**config.mk**
```make
export PLATFORM = sky130hd
export DESIGN_NAME = pulse_symbol_manchester_packet_decoder
export DESIGN_NICKNAME = d
export VERILOG_FILES = /design/src/sv/psmpd_pkg.sv /design/src/sv/pulse_symbol_manchester_packet_decoder.sv /design/src/sv/psmpd_outq.sv /design/src/sv/psmpd_core.sv
export SDC_FILE = /design/constraint.sdc
export NUM_CORES = 1
export LEC_CHECK = 0
export ABC_AREA = 1
export ABC_CLOCK_PERIOD_IN_PS = 3150
export BUFFER_PORTS_ARGS = -buffer_cell sky130_fd_sc_hd__buf_2
export CORE_ASPECT_RATIO = 1.25
export CORE_MARGIN = 10
export CORE_UTILIZATION = 45
export DETAILED_ROUTE_END_ITERATION = 6
export SLEW_MARGIN = 10
export SYNTH_ARGS = -nofsm -noshare
export SYNTH_HDL_FRONTEND = slang
export SYNTH_SLANG_ARGS = --single-unit
```
**constraint.sdc**
```tcl
create_clock -name i_clk -period 3.15 [get_ports i_clk]
set_input_delay 0.4725 -clock i_clk [delete_from_list [all_inputs] [get_ports i_clk]]
set_output_delay 0.4725 -clock i_clk [all_outputs]
set_load 0.05 [all_outputs]
```
**src/sv/psmpd_pkg.sv**
```systemverilog
// package for the pulse symbol manchester packet decoder
// holds payload structs, symbol and status codes, reset values of the config registers
// no dependencies
package psmpd_pkg;

    localparam int unsigned OUTQ_DEPTH = 4;

    localparam logic [7:0] MIN_SYMBOL_RESET = 8'd96;
    localparam logic [7:0] MIN_BIT_RESET    = 8'd48;
    localparam logic [3:0] HEADER_RESET     = 4'd10;

    typedef enum logic [2:0] {
        SYM_SHORT_PAUSE = 3'd0,
        SYM_SHORT_PULSE = 3'd1,
        SYM_LONG_PAUSE  = 3'd2,
        SYM_LONG_PULSE  = 3'd3,
        SYM_END_GAP     = 3'd4,
        SYM_UNKNOWN     = 3'd5,
        SYM_OTHER_UPPER = 3'd6,
        SYM_OTHER_LOWER = 3'd7
    } t_symbol;

    typedef enum logic [2:0] {
        ST_OK            = 3'd0,
        ST_FEW_SYMBOLS   = 3'd1,
        ST_NOT_ALTERNATE = 3'd2,
        ST_BAD_SEQUENCE  = 3'd3,
        ST_FEW_BITS      = 3'd4,
        ST_CHECKSUM      = 3'd5,
        ST_HEADER        = 3'd6
    } t_status;

    typedef enum logic [1:0] {
        PARTNER_NONE       = 2'd0,
        PARTNER_LONG_PAUSE = 2'd1,
        PARTNER_LONG_PULSE = 2'd2
    } t_partner;

    typedef enum logic [1:0] {
        CFG_MIN_SYMBOLS = 2'd0,
        CFG_MIN_BITS    = 2'd1,
        CFG_HEADER      = 2'd2
    } t_cfg_index;

    localparam logic KIND_NIBBLE = 1'b0;
    localparam logic KIND_STATUS = 1'b1;

    typedef struct packed {
        logic [2:0] symbol;
        logic       end_of_packet;
    } t_in_item;

    typedef struct packed {
        logic       result_kind;
        logic [3:0] nibble_value;
        logic [2:0] status;
        logic       last_of_run;
    } t_result;

    typedef struct packed {
        logic [7:0] min_symbol_count;
        logic [7:0] min_bit_count;
        logic [3:0] header_nibble;
    } t_cfg;

endpackage

```
**src/sv/pulse_symbol_manchester_packet_decoder.sv**
```systemverilog
// path: a taken symbol is held in the input stage, and its results are registered in the result queue
// throughput: one symbol per cycle; a symbol that gives a nibble and a status puts two
// results into the queue, which drains one per cycle, so input stalls only on output back-pressure
// reset: synchronous active low; clears the packet state and the queue, config back to 96/48/10
// depends on psmpd_pkg, psmpd_core, psmpd_outq
module pulse_symbol_manchester_packet_decoder
    import psmpd_pkg::*;
#(
    parameter int unsigned P_OUTQ_DEPTH = OUTQ_DEPTH
) (
    input  logic       i_clk,
    input  logic       i_rst_n,
    input  logic       i_valid,
    output logic       o_ready,
    input  t_in_item   i_item,
    output logic       o_valid,
    input  logic       i_ready,
    output t_result    o_result,
    input  logic       i_cfg_valid,
    output logic       o_cfg_ready,
    input  logic [1:0] i_cfg_index,
    input  logic [7:0] i_cfg_data
);

    logic       r_in_valid;
    t_in_item   r_in;
    t_cfg       r_cfg;
    logic       fire;
    logic       space2;
    logic [1:0] push_n;
    t_result    res0, res1;

    assign fire        = r_in_valid && space2;
    assign o_ready     = !r_in_valid || fire;
    assign o_cfg_ready = 1'b1;

    always_ff @(posedge i_clk) begin
        if (!i_rst_n) begin
            r_in_valid <= 1'b0;
        end else if (o_ready) begin
            r_in_valid <= i_valid;
        end
    end

    always_ff @(posedge i_clk) begin
        if (o_ready && i_valid) begin
            r_in <= i_item;
        end
    end

    always_ff @(posedge i_clk) begin
        if (!i_rst_n) begin
            r_cfg.min_symbol_count <= MIN_SYMBOL_RESET;
            r_cfg.min_bit_count    <= MIN_BIT_RESET;
            r_cfg.header_nibble    <= HEADER_RESET;
        end else if (i_cfg_valid) begin
            case (t_cfg_index'(i_cfg_index))
                CFG_MIN_SYMBOLS: r_cfg.min_symbol_count <= i_cfg_data;
                CFG_MIN_BITS:    r_cfg.min_bit_count    <= i_cfg_data;
                CFG_HEADER:      r_cfg.header_nibble    <= i_cfg_data[3:0];
                default: begin
                end
            endcase
        end
    end

    psmpd_core u_core (
        .i_clk    (i_clk),
        .i_rst_n  (i_rst_n),
        .i_fire   (fire),
        .i_item   (r_in),
        .i_cfg    (r_cfg),
        .o_push_n (push_n),
        .o_res0   (res0),
        .o_res1   (res1)
    );

    psmpd_outq #(
        .DEPTH (P_OUTQ_DEPTH)
    ) u_outq (
        .i_clk    (i_clk),
        .i_rst_n  (i_rst_n),
        .i_push_n (push_n),
        .i_res0   (res0),
        .i_res1   (res1),
        .o_space2 (space2),
        .o_valid  (o_valid),
        .i_ready  (i_ready),
        .o_result (o_result)
    );

    a_stage_holds: assert property (@(posedge i_clk) disable iff (!i_rst_n)
        (r_in_valid && !fire) |=> (r_in_valid && $stable(r_in)))
        else $error("staged symbol lost while stalled");

    a_push_only_on_fire: assert property (@(posedge i_clk) disable iff (!i_rst_n)
        (push_n != 2'd0) |-> fire)
        else $error("result pushed without a staged symbol");

    a_eop_gives_status: assert property (@(posedge i_clk) disable iff (!i_rst_n)
        (fire && r_in.end_of_packet) |-> (push_n != 2'd0))
        else $error("packet end without a status result");

endmodule

```
**src/sv/psmpd_outq.sv**
```systemverilog
// result queue of the packet decoder: takes up to two results a cycle, gives one
// registered entries, read at the head pointer
// depends on psmpd_pkg
module psmpd_outq
    import psmpd_pkg::*;
#(
    parameter int unsigned DEPTH = OUTQ_DEPTH
) (
    input  logic       i_clk,
    input  logic       i_rst_n,
    input  logic [1:0] i_push_n,
    input  t_result    i_res0,
    input  t_result    i_res1,
    output logic       o_space2,
    output logic       o_valid,
    input  logic       i_ready,
    output t_result    o_result
);

    localparam int unsigned AW = (DEPTH > 1) ? $clog2(DEPTH) : 1;
    localparam int unsigned CW = $clog2(DEPTH + 1);
    localparam logic [AW-1:0] LAST = AW'(DEPTH - 1);

    t_result         r_mem [DEPTH];
    logic [AW-1:0]   r_wp, n_wp, r_rp, n_rp;
    logic [CW-1:0]   r_count, n_count;
    logic [AW-1:0]   wp1, wp2;
    logic            pop;

    assign wp1 = (r_wp == LAST) ? '0 : r_wp + 1'b1;
    assign wp2 = (wp1 == LAST) ? '0 : wp1 + 1'b1;
    assign pop = o_valid && i_ready;

    assign o_valid  = (r_count != '0);
    assign o_result = r_mem[r_rp];
    assign o_space2 = (r_count <= CW'(DEPTH - 2));

    always_comb begin
        n_wp = r_wp;
        n_rp = r_rp;
        if (i_push_n == 2'd1) begin
            n_wp = wp1;
        end else if (i_push_n == 2'd2) begin
            n_wp = wp2;
        end
        if (pop) begin
            n_rp = (r_rp == LAST) ? '0 : r_rp + 1'b1;
        end
        n_count = r_count + CW'(i_push_n) - CW'(pop);
    end

    always_ff @(posedge i_clk) begin
        if (!i_rst_n) begin
            r_wp    <= '0;
            r_rp    <= '0;
            r_count <= '0;
        end else begin
            r_wp    <= n_wp;
            r_rp    <= n_rp;
            r_count <= n_count;
        end
    end

    always_ff @(posedge i_clk) begin
        if (i_push_n != 2'd0) begin
            r_mem[r_wp] <= i_res0;
        end
        if (i_push_n == 2'd2) begin
            r_mem[wp1] <= i_res1;
        end
    end

    a_no_overflow: assert property (@(posedge i_clk) disable iff (!i_rst_n)
        (i_push_n != 2'd0) |-> (32'(r_count) + 32'(i_push_n) <= DEPTH))
        else $error("result queue overflow");

    a_count_track: assert property (@(posedge i_clk) disable iff (!i_rst_n)
        (i_push_n == 2'd0 && !pop) |=> (r_count == $past(r_count)))
        else $error("queue count moved without a transaction");

    a_push_shows: assert property (@(posedge i_clk) disable iff (!i_rst_n)
        (i_push_n != 2'd0) |=> o_valid)
        else $error("pushed result not visible");

endmodule

```
**src/sv/psmpd_core.sv**
```systemverilog
// packet state of the decoder: alternation, manchester bit decode, nibble window,
// checksum and final status, updated once per staged symbol
// depends on psmpd_pkg
module psmpd_core
    import psmpd_pkg::*;
(
    input  logic       i_clk,
    input  logic       i_rst_n,
    input  logic       i_fire,
    input  t_in_item   i_item,
    input  t_cfg       i_cfg,
    output logic [1:0] o_push_n,
    output t_result    o_res0,
    output t_result    o_res1
);

    logic [7:0]  r_sym_count, n_sym_count;
    logic        r_stopped, n_stopped;
    logic        r_have_prev, n_have_prev;
    logic        r_prev_pulse, n_prev_pulse;
    t_partner    r_partner, n_partner;
    logic        r_half, n_half;
    logic [2:0]  r_partial, n_partial;
    logic [1:0]  r_phase, n_phase;
    logic [7:0]  r_bit_count, n_bit_count;
    logic [3:0]  r_win [4];
    logic [3:0]  n_win [4];
    logic [2:0]  r_fill, n_fill;
    logic        r_first_done, n_first_done;
    logic [3:0]  r_first, n_first;
    logic [15:0] r_sum, n_sum;
    logic        r_alt_err, n_alt_err;
    logic        r_seq_err, n_seq_err;

    t_symbol     sym;
    logic        pulse;
    logic        push;
    logic        bit_val;
    logic        nib_valid;
    logic [3:0]  nib;
    logic [16:0] sum_wide;
    t_status     status;
    t_result     nib_res, st_res;

    assign sym = t_symbol'(i_item.symbol);

    always_comb begin
        n_sym_count  = (r_sym_count != 8'hFF) ? r_sym_count + 8'd1 : r_sym_count;
        n_stopped    = r_stopped;
        n_have_prev  = r_have_prev;
        n_prev_pulse = r_prev_pulse;
        n_partner    = r_partner;
        n_half       = r_half;
        n_partial    = r_partial;
        n_phase      = r_phase;
        n_bit_count  = r_bit_count;
        n_win        = r_win;
        n_fill       = r_fill;
        n_first_done = r_first_done;
        n_first      = r_first;
        n_sum        = r_sum;
        n_alt_err    = r_alt_err;
        n_seq_err    = r_seq_err;
        pulse        = (sym == SYM_SHORT_PULSE) || (sym == SYM_LONG_PULSE) ||
                       (sym == SYM_OTHER_UPPER);
        push         = 1'b0;
        bit_val      = 1'b0;
        nib_valid    = 1'b0;
        nib          = 4'd0;
        sum_wide     = {1'b0, r_sum} + 17'(r_win[0]);

        if (!r_stopped) begin
            if (sym == SYM_END_GAP || sym == SYM_UNKNOWN) begin
                n_stopped = 1'b1;
            end else begin
                if (r_have_prev && pulse == r_prev_pulse) begin
                    n_alt_err = 1'b1;
                end
                n_have_prev  = 1'b1;
                n_prev_pulse = pulse;
                if (!r_seq_err) begin
                    if (r_partner != PARTNER_NONE) begin
                        if ((r_partner == PARTNER_LONG_PAUSE && sym == SYM_LONG_PAUSE) ||
                            (r_partner == PARTNER_LONG_PULSE && sym == SYM_LONG_PULSE)) begin
                            n_partner = PARTNER_NONE;
                        end else begin
                            n_seq_err = 1'b1;
                        end
                    end else begin
                        case (sym)
                            SYM_LONG_PAUSE, SYM_LONG_PULSE: begin
                                if (r_half) begin
                                    n_seq_err = 1'b1;
                                end else begin
                                    n_partner = (sym == SYM_LONG_PAUSE) ?
                                                PARTNER_LONG_PULSE : PARTNER_LONG_PAUSE;
                                    n_half    = 1'b1;
                                    push      = 1'b1;
                                    bit_val   = (sym == SYM_LONG_PULSE);
                                end
                            end
                            SYM_SHORT_PAUSE, SYM_SHORT_PULSE: begin
                                if (r_half) begin
                                    n_half = 1'b0;
                                end else begin
                                    n_half  = 1'b1;
                                    push    = 1'b1;
                                    bit_val = (sym == SYM_SHORT_PAUSE);
                                end
                            end
                            default: begin
                                n_seq_err = 1'b1;
                            end
                        endcase
                    end
                end
            end
        end

        // bit append and nibble packing
        if (push) begin
            if (r_bit_count != 8'hFF) begin
                n_bit_count = r_bit_count + 8'd1;
            end
            if (r_phase == 2'd3) begin
                nib       = {bit_val, r_partial};
                nib_valid = 1'b1;
                n_partial = 3'd0;
                n_phase   = 2'd0;
            end else begin
                n_partial = r_partial | (3'(bit_val) << r_phase);
                n_phase   = r_phase + 2'd1;
            end
        end

        // sliding window of the last four nibbles, older ones but the first go into the sum
        if (nib_valid) begin
            if (r_fill == 3'd0) begin
                n_first = nib;
            end
            if (r_fill >= 3'd4) begin
                if (r_first_done) begin
                    n_sum = sum_wide[16] ? 16'hFFFF : sum_wide[15:0];
                end else begin
                    n_first_done = 1'b1;
                end
                n_win[0] = r_win[1];
                n_win[1] = r_win[2];
                n_win[2] = r_win[3];
                n_win[3] = nib;
            end else begin
                n_win[r_fill[1:0]] = nib;
                n_fill = r_fill + 3'd1;
            end
        end

        if (n_sym_count < i_cfg.min_symbol_count) begin
            status = ST_FEW_SYMBOLS;
        end else if (n_alt_err) begin
            status = ST_NOT_ALTERNATE;
        end else if (n_seq_err) begin
            status = ST_BAD_SEQUENCE;
        end else if (n_bit_count < i_cfg.min_bit_count) begin
            status = ST_FEW_BITS;
        end else if (n_fill < 3'd4) begin
            status = ST_CHECKSUM;
        end else if (n_sum != {8'd0, n_win[1], n_win[0]}) begin
            status = ST_CHECKSUM;
        end else if (n_first != i_cfg.header_nibble) begin
            status = ST_HEADER;
        end else begin
            status = ST_OK;
        end

        // packet end clears everything back to the reset state
        if (i_item.end_of_packet) begin
            n_sym_count  = 8'd0;
            n_stopped    = 1'b0;
            n_have_prev  = 1'b0;
            n_prev_pulse = 1'b0;
            n_partner    = PARTNER_NONE;
            n_half       = 1'b0;
            n_partial    = 3'd0;
            n_phase      = 2'd1;
            n_bit_count  = 8'd1;
            n_win[0]     = 4'd0;
            n_win[1]     = 4'd0;
            n_win[2]     = 4'd0;
            n_win[3]     = 4'd0;
            n_fill       = 3'd0;
            n_first_done = 1'b0;
            n_first      = 4'd0;
            n_sum        = 16'd0;
            n_alt_err    = 1'b0;
            n_seq_err    = 1'b0;
        end
    end

    always_comb begin
        nib_res.result_kind  = KIND_NIBBLE;
        nib_res.nibble_value = nib;
        nib_res.status       = ST_OK;
        nib_res.last_of_run  = 1'b0;
        st_res.result_kind   = KIND_STATUS;
        st_res.nibble_value  = 4'd0;
        st_res.status        = status;
        st_res.last_of_run   = 1'b1;
        o_res0   = nib_valid ? nib_res : st_res;
        o_res1   = st_res;
        o_push_n = i_fire ? (2'(nib_valid) + 2'(i_item.end_of_packet)) : 2'd0;
    end

    always_ff @(posedge i_clk) begin
        if (!i_rst_n) begin
            r_sym_count  <= 8'd0;
            r_stopped    <= 1'b0;
            r_have_prev  <= 1'b0;
            r_prev_pulse <= 1'b0;
            r_partner    <= PARTNER_NONE;
            r_half       <= 1'b0;
            r_partial    <= 3'd0;
            r_phase      <= 2'd1;
            r_bit_count  <= 8'd1;
            r_win[0]     <= 4'd0;
            r_win[1]     <= 4'd0;
            r_win[2]     <= 4'd0;
            r_win[3]     <= 4'd0;
            r_fill       <= 3'd0;
            r_first_done <= 1'b0;
            r_first      <= 4'd0;
            r_sum        <= 16'd0;
            r_alt_err    <= 1'b0;
            r_seq_err    <= 1'b0;
        end else if (i_fire) begin
            r_sym_count  <= n_sym_count;
            r_stopped    <= n_stopped;
            r_have_prev  <= n_have_prev;
            r_prev_pulse <= n_prev_pulse;
            r_partner    <= n_partner;
            r_half       <= n_half;
            r_partial    <= n_partial;
            r_phase      <= n_phase;
            r_bit_count  <= n_bit_count;
            r_win        <= n_win;
            r_fill       <= n_fill;
            r_first_done <= n_first_done;
            r_first      <= n_first;
            r_sum        <= n_sum;
            r_alt_err    <= n_alt_err;
            r_seq_err    <= n_seq_err;
        end
    end

    a_eop_clears: assert property (@(posedge i_clk) disable iff (!i_rst_n)
        (i_fire && i_item.end_of_packet) |=>
            (r_sym_count == 8'd0 && r_bit_count == 8'd1 && r_fill == 3'd0))
        else $error("packet state not cleared at packet end");

    a_nibble_needs_decode: assert property (@(posedge i_clk) disable iff (!i_rst_n)
        nib_valid |-> (!r_stopped && !r_seq_err && r_partner == PARTNER_NONE))
        else $error("nibble produced outside the decoded part");

    a_partner_implies_half: assert property (@(posedge i_clk) disable iff (!i_rst_n)
        (r_partner != PARTNER_NONE) |-> r_half)
        else $error("partner pending without a half bit");

endmodule

```
### Word level (Yosys, flattened, before mapping)

Memory sizes are Yosys's and may differ from the RTL's. A register that Yosys moved wholly into a read port is not among the register bits.
Cells that the tools add are included.

* muxes and demuxes: 104
* equal/unequal tests: 27
* order comparisons: 7
* shifts and indexed selects: 1
* reductions and logical operators: 37
* bitwise operators: 2
* add/subtract/negate cells: 11

Operator list (count)
* $mux W16: 8
* $mux W1: 46
* $mux W2: 20
* $mux W8: 5
* $mux W3: 13
* $mux W4: 6
* $add A16 B4 Y17: 1
* $add A8 B1 Y8 const B: 2
* $bwmux W16: 1
* $lt A8 B8 Y1: 2
* $ne A16 B8 Y1: 1
* $ne A8 B8 Y1 const B: 2
* $eq A2 B2 Y1 const B: 7
* $reduce_bool A2 Y1: 6
* $reduce_and A2 Y1: 5
* $eq A3 B3 Y1 const B: 3
* $mux W9: 1
* $reduce_bool A3 Y1: 3
* $add A2 B1 Y2 const B: 4
* $demux W4 S2: 1
* $ne A2 B2 Y1 const B: 4
* $logic_and A1 B1 Y1: 7
* $reduce_and A7 Y1: 1
* $eq A2 B1 Y1 const B: 3
* other kinds (25): 37

* input bits: 19
* RAM bits: 36
* word-level logic and storage cells: 218
* memories: 1
* output and inout port bits: 12
* register bits after elaboration: 101

Memories
* u_outq.r_mem: words 4, width 9, rd ports 1, clocked after Yosys merged registers in 1, write ports 2, RTL line psmpd_outq.sv:24 `t_result r_mem [DEPTH];`

### Logic depth before layout (Yosys ltp)

* depth after elaboration: 20
* mapped depth: 21

### Hierarchy

Synthesis repeated with hierarchy kept, for this count alone.

* cell total of the unflattened synthesis: 1236
* area total of the unflattened synthesis: 8565.7 µm²

By module, submodules not included
* psmpd_core: area each 5206.2 µm², instances 1, seq. area each 1381.3 µm², cells an instance 843
* psmpd_outq: area each 2339.7 µm², instances 1, seq. area each 1261.2 µm², cells an instance 259
* pulse_symbol_manchester_packet_decoder: area each 1019.7 µm², instances 1, seq. area each 540.5 µm², cells an instance 134

### Least setup slack after synthesis

No wires, ideal clock.

* kind: reg-to-reg
* from: reg r_in[3] (netlist bit)
* to: reg u_outq.r_count[2]
* buffers on the path: 3
* period minus slack after synthesis: 2774 ps
* setup slack: 376 ps
* stages on the path, launching flop included: 14
* data required time: 3022 ps
* arrival time: 2646 ps
* path through: edfxtp_1 buf_6 nor2_4 nand4_1 nor2_2 buf_6 clkbuf_1 ha_1 nand2_1 ha_1 fa_1 xor2_1 inv_1 nor2_1

* word-level cells in the longest chain between the ends: 12
* elaborated cells on any way between the ends: 18

Ends and longest elaborated chain
* start, declared: RTL line pulse_symbol_manchester_packet_decoder.sv:26 `t_in_item r_in;`
* start signal, assigned: RTL line pulse_symbol_manchester_packet_decoder.sv:47 `r_in <= i_item;`
* $eq A3 B2 Y1 (tied with other cells): RTL line psmpd_core.sv:90 `case (sym)`
* $reduce_or A4 Y1 (no line)
* $mux W1
* $mux W1: RTL line psmpd_core.sv:82 `if (r_partner != PARTNER_NONE) begin`
* $mux W1: RTL line psmpd_core.sv:81 `if (!r_seq_err) begin`
* $mux W1 *: RTL line psmpd_core.sv:73 `if (sym == SYM_END_GAP || sym == SYM_UNKNOWN) begin`
* $mux W1 *: RTL line psmpd_core.sv:72 `if (!r_stopped) begin`
* $mux W1 *: RTL line psmpd_core.sv:121 `if (push) begin`
* $add A1 B1 Y2 *: RTL line psmpd_core.sv:210 `o_push_n = i_fire ? (2'(nib_valid) + 2'(i_item.end_of_packet)) : 2'd0;`
* $mux W2 *: RTL line psmpd_core.sv:210
* $add A3 B2 Y3 *: RTL line psmpd_outq.sv:49 `n_count = r_count + CW'(i_push_n) - CW'(pop);`
* $sub A3 B1 Y3 *: RTL line psmpd_outq.sv:49
* end signal, assigned: RTL line psmpd_outq.sv:60 `r_count <= n_count;`
* end, declared: RTL line psmpd_outq.sv:26 `logic [CW-1:0] r_count, n_count;`

Mark *: on every way between the ends. The rest lies on a longest branch, timed or not.
A chain may end at the register's enable or synchronous reset.

==> out/summary.md <==
• violation count after the first detailed-route iteration: 369
• final net count: 1228
• number of max-capacitance violations reported: 0
• number of antenna violations at the first check in global routing: 0
• Switching Fraction: 33.3%
• Antenna Nets Post-Route: 0
• HPWL after detailed placement: 14.6 mm
• number of enable-type register cells in the synthesized netlist: 16
• share of cell area taken by muxes after synthesis: 0.144%
• Hold Path Class: input pin to flip-flop
• Setup Crit Path Kind: flip-flop to flip-flop
• Synth-to-Final Area Change: 13.6%
• CTS Sinks: 135
• Synth Instances: 1130
• net switching component of the power: 1670 µW
• root cell of the clock tree: sky130_fd_sc_hd__clkbuf_16
• drt wl/cell: 14.3 µm
• remaining routing DRC violations: 0
• Avg Cell Area, Syn: 6.91 µm²
• portion of the post-synthesis area used by sequential elements: 36.7%
• pwr/cell area: 564 mW/mm²
• share of flip-flops with an asynchronous set or reset: 0%
• launch point of the worst path: r_in[3]
• routed metal-1 wire length: 8.62 mm
• largest net degree at the start of global routing: 64
• number of vias after detailed routing: 7215
• DIE WIDTH: 138 µm
• Top FF cell, synth: sky130_fd_sc_hd__dfxtp_1
• slowest cell on the critical path: sky130_fd_sc_hd__edfxtp_1
• Layout Skew: 0.00692 ns
• ratio of final minimum period to clock period: 92.0%
• clock input transition at the sequential cells of the worst setup and hold paths: 0.06 ns
• dpl ws: 0.0908 ns
• fraction of layout cells with a size suffix above 1: 10.3%
• slack of the worst reg-to-reg path: 0.25 ns
• cell type with the highest aggregate area in the netlist: sky130_fd_sc_hd__dfxtp_1
• adder and majority gate portion of the synthesized area: 7.24%
• main area contributors after synthesis: sky130_fd_sc_hd__dfxtp_1 31%, sky130_fd_sc_hd__nand2_1 14%, sky130_fd_sc_hd__ha_1 6.7%
• Net Count, Synth: 1193
• RSZ-0062 raised after global routing: no
• diode count: 0
• Die ar.: 0.0230 mm²
• Max stage delay on crit path: 0.47 ns
• Worst Slack Setup Final: 0.251 ns
• synthesis-stage register bit count: 135
• number of iterations in the first detailed-routing pass: 4
• row count: 53
• clock network latency to the later pin of the worst-skew pair: 0.43 ns
• dominant combinational cell family by area after synthesis: simple AND/OR/NAND/NOR gates
• worst path buffer plus inverter count: 3
• Gate power share: 22.2%
• setup violators final: 0
• total negative setup slack: 0 ns
• largest vdd supply drop: 0.000320 V
• endpoint of the most critical setup path: u_outq.r_mem[1][1]
• number of cells in the finished layout apart from fillers: 1398
• Post-Synth Simple-Gate Area: 28.9%
• depth of the worst register-to-register path: 14
• most common library cells after synthesis: 288 x sky130_fd_sc_hd__nand2_1, 134 x sky130_fd_sc_hd__inv_1, 119 x sky130_fd_sc_hd__dfxtp_1
• clock power share: 39.8%
• endpoint class of the critical path: flip-flop
• final global-route overflow total: 0
• critical path startpoint category: flip-flop
• gpl congestion: 0.846
• proportion of netlist area held by the largest area contributor: 30.5%
• Max Fclk: 345 MHz
• number of warnings issued by yosys: 0
• CTS buffer count: 17
• parity-gate share of the synthesized area counting xor and xnor cells: 2.02%
• via/cell ratio: 5.16
• CTS H-Tree Depth: 4
• Most common cell on crit path: sky130_fd_sc_hd__nand2_1
• met2 wirelength from detailed routing: 10.3 mm
• total stage count of the critical path: 14
• synthesized cell area: 0.00781 mm²
• global-route wire length before repair: 33.5 mm
• worst slew slack as a fraction of its limit: 50.6%
• Top delay family on crit path: simple AND/OR/NAND/NOR gates
• pin slew with the least headroom to its limit: 0.740 ns
• number of hold-repair buffers added at the cts stage: 0
• uppermost signal routing layer after detailed routing: met4
• final period demand of the worst path: 2.90 ns
• Initial Utilization: 46.2%
• result of the run: completed
• CP arrival: 3.18 ns
• number of I/O port buffers: 29
• total length of routed met3 wires: 596 µm
• sequence of cells on the critical path: nand2_1, nand3_2, nor2_8, buf_4, buf_4, nand2_1, ha_1, nand2_1, ha_1, inv_1, nand2_1, nand2_1, nand2_1, a21oi_1
• required time of the critical path: 3.43 ns
• most frequent cell after synthesis: sky130_fd_sc_hd__nand2_1
• Crit Reg-Reg Endpoint: u_outq.r_mem[1][1]
• number of global-route vias before repair: 7000
• reg-to-reg critical path startpoint: r_in[3]
• total routing resource utilization after global routing: 17.8%
• sequential fraction of design power: 38.0%
• Cell variety after synth: 49
• placed cell count: 1363
• number of pins with negative max-slew slack in the final report: 0
• maximum buffer depth of the clock tree: 2
• Final Util: 52.4%
• design internal power: 3340 µW
• Die Span Y: 167 µm
• CTS tree: built
• leakage: 0.00380 µW
• CORE AREA: 0.0169 mm²
• wirelength, routed: 19.9 mm
• total I/O pin count: 31
• overall power consumption: 5000 µW
• Hold Violations, Final: 0
• share of the synthesized area in compound gates (AO/OA/AOI/OAI): 16.1%
• worst-path fanout max: 8
-- power groups by stage --
stage,Combinational (µW),Clock [µW],Sequential (µW)
2_1_floorplan,846,0,1920
3_3_place_gp,1100,0,1940
3_5_place_dp,1110,0,1940
4_1_cts,1110,2030,1900
5_1_grt,1240,2110,1910
6_report,1110,1990,1900
-- worst min-delay path by stage --
| stage | cells after the start | startpoint | end |
|---|---|---|---|
| 5_1_grt | 1 | i_item[1] | r_in[1] |
| 3_3_place_gp | 2 | u_outq.r_mem[0][0] | u_outq.r_mem[0][0] |
| 2_1_floorplan | 2 | u_outq.r_mem[1][0] | u_outq.r_mem[1][0] |
| 6_report | 1 | i_item[0] | r_in[0] |
| 4_1_cts | 1 | i_item[0] | r_in[0] |
| 3_5_place_dp | 2 | u_outq.r_mem[3][0] | u_outq.r_mem[3][0] |
-- through the flow --
stage / cell area (µm²) / hold slack [ns]
after CTS: 8820 / 0.208
after global placement: 8230 / 0.442
final: 8870 / 0.217
after detailed placement: 8230 / 0.447
after floorplan: 7810 / 0.422
after global routing: 8870 / 0.206
-- cell families after synthesis --
logic type                 after synthesis
buffers and inverters                  174
AOI/OAI and AO/OA                      230
DFF                                    135
other                                    1
adders and majority gates               44
muxes                                    1
xor gates and xnor gates                18
and+or+nand+nor                        527
-- layout make-up --
class	instances	area, µm²
Fill cell	1734	8040
Multi-Input combinational cell	821	4280
Sequential cell	135	2860
Inverter	137	517
Clock buffer	21	482
Timing Repair Buffer	53	338
Tap cell	220	275
Clock inverter	11	111
-- repair_timing --
item,4_1_cts,5_1_grt
buffers inserted,0,3
resized for setup,0,9
endpoints found under the setup margin,0,12
-- per-layer routing --
layer,global-route usage [%],vias to the layer above
met5,0,-
met4,6.27,0
met3,3.38,32
met2,32.3,100
met1,20.1,3302
li1,-,3781
-- registers in the layout (all words and copies together) (netlist names), 2 cells and up, named ones only --
signal / count
u_core.r_fill: 3
u_core.r_sum: 16
u_core.r_partner: 2
u_core.r_bit_count: 8
r_in: 4
u_outq.r_rp: 2
u_outq.r_mem: 32
u_core.r_win: 16
u_core.r_phase: 2
u_core.r_first: 4
u_core.r_partial: 3
u_outq.r_count: 3
u_outq.r_wp: 2
r_cfg: 20
u_core.r_sym_count: 8
-- placed cells by master, fill, tap and decap left out, types with 3 or more instances in the layout --
cell type	instances
sky130_fd_sc_hd__nand4_1	14
sky130_fd_sc_hd__inv_6	5
sky130_fd_sc_hd__or2_2	5
sky130_fd_sc_hd__nand2_2	5
sky130_fd_sc_hd__buf_4	23
sky130_fd_sc_hd__xor2_1	12
sky130_fd_sc_hd__xnor2_1	6
sky130_fd_sc_hd__ha_1	42
sky130_fd_sc_hd__inv_1	134
sky130_fd_sc_hd__clkbuf_16	18
sky130_fd_sc_hd__a211oi_1	9
sky130_fd_sc_hd__nor2_2	8
sky130_fd_sc_hd__o211ai_1	7
sky130_fd_sc_hd__o21ai_0	82
sky130_fd_sc_hd__nand3_2	3
sky130_fd_sc_hd__a31oi_1	9
sky130_fd_sc_hd__a21oi_1	96
sky130_fd_sc_hd__buf_2	29
sky130_fd_sc_hd__o21ai_1	4
sky130_fd_sc_hd__nand3b_1	6
sky130_fd_sc_hd__dfxtp_1	119
sky130_fd_sc_hd__nor2_4	4
sky130_fd_sc_hd__edfxtp_1	16
sky130_fd_sc_hd__nand3_1	71
sky130_fd_sc_hd__nand2_1	286
sky130_fd_sc_hd__nor3_1	5
sky130_fd_sc_hd__nor2_1	113
sky130_fd_sc_hd__o22ai_1	13
Power figures use the tool's default switching activity.
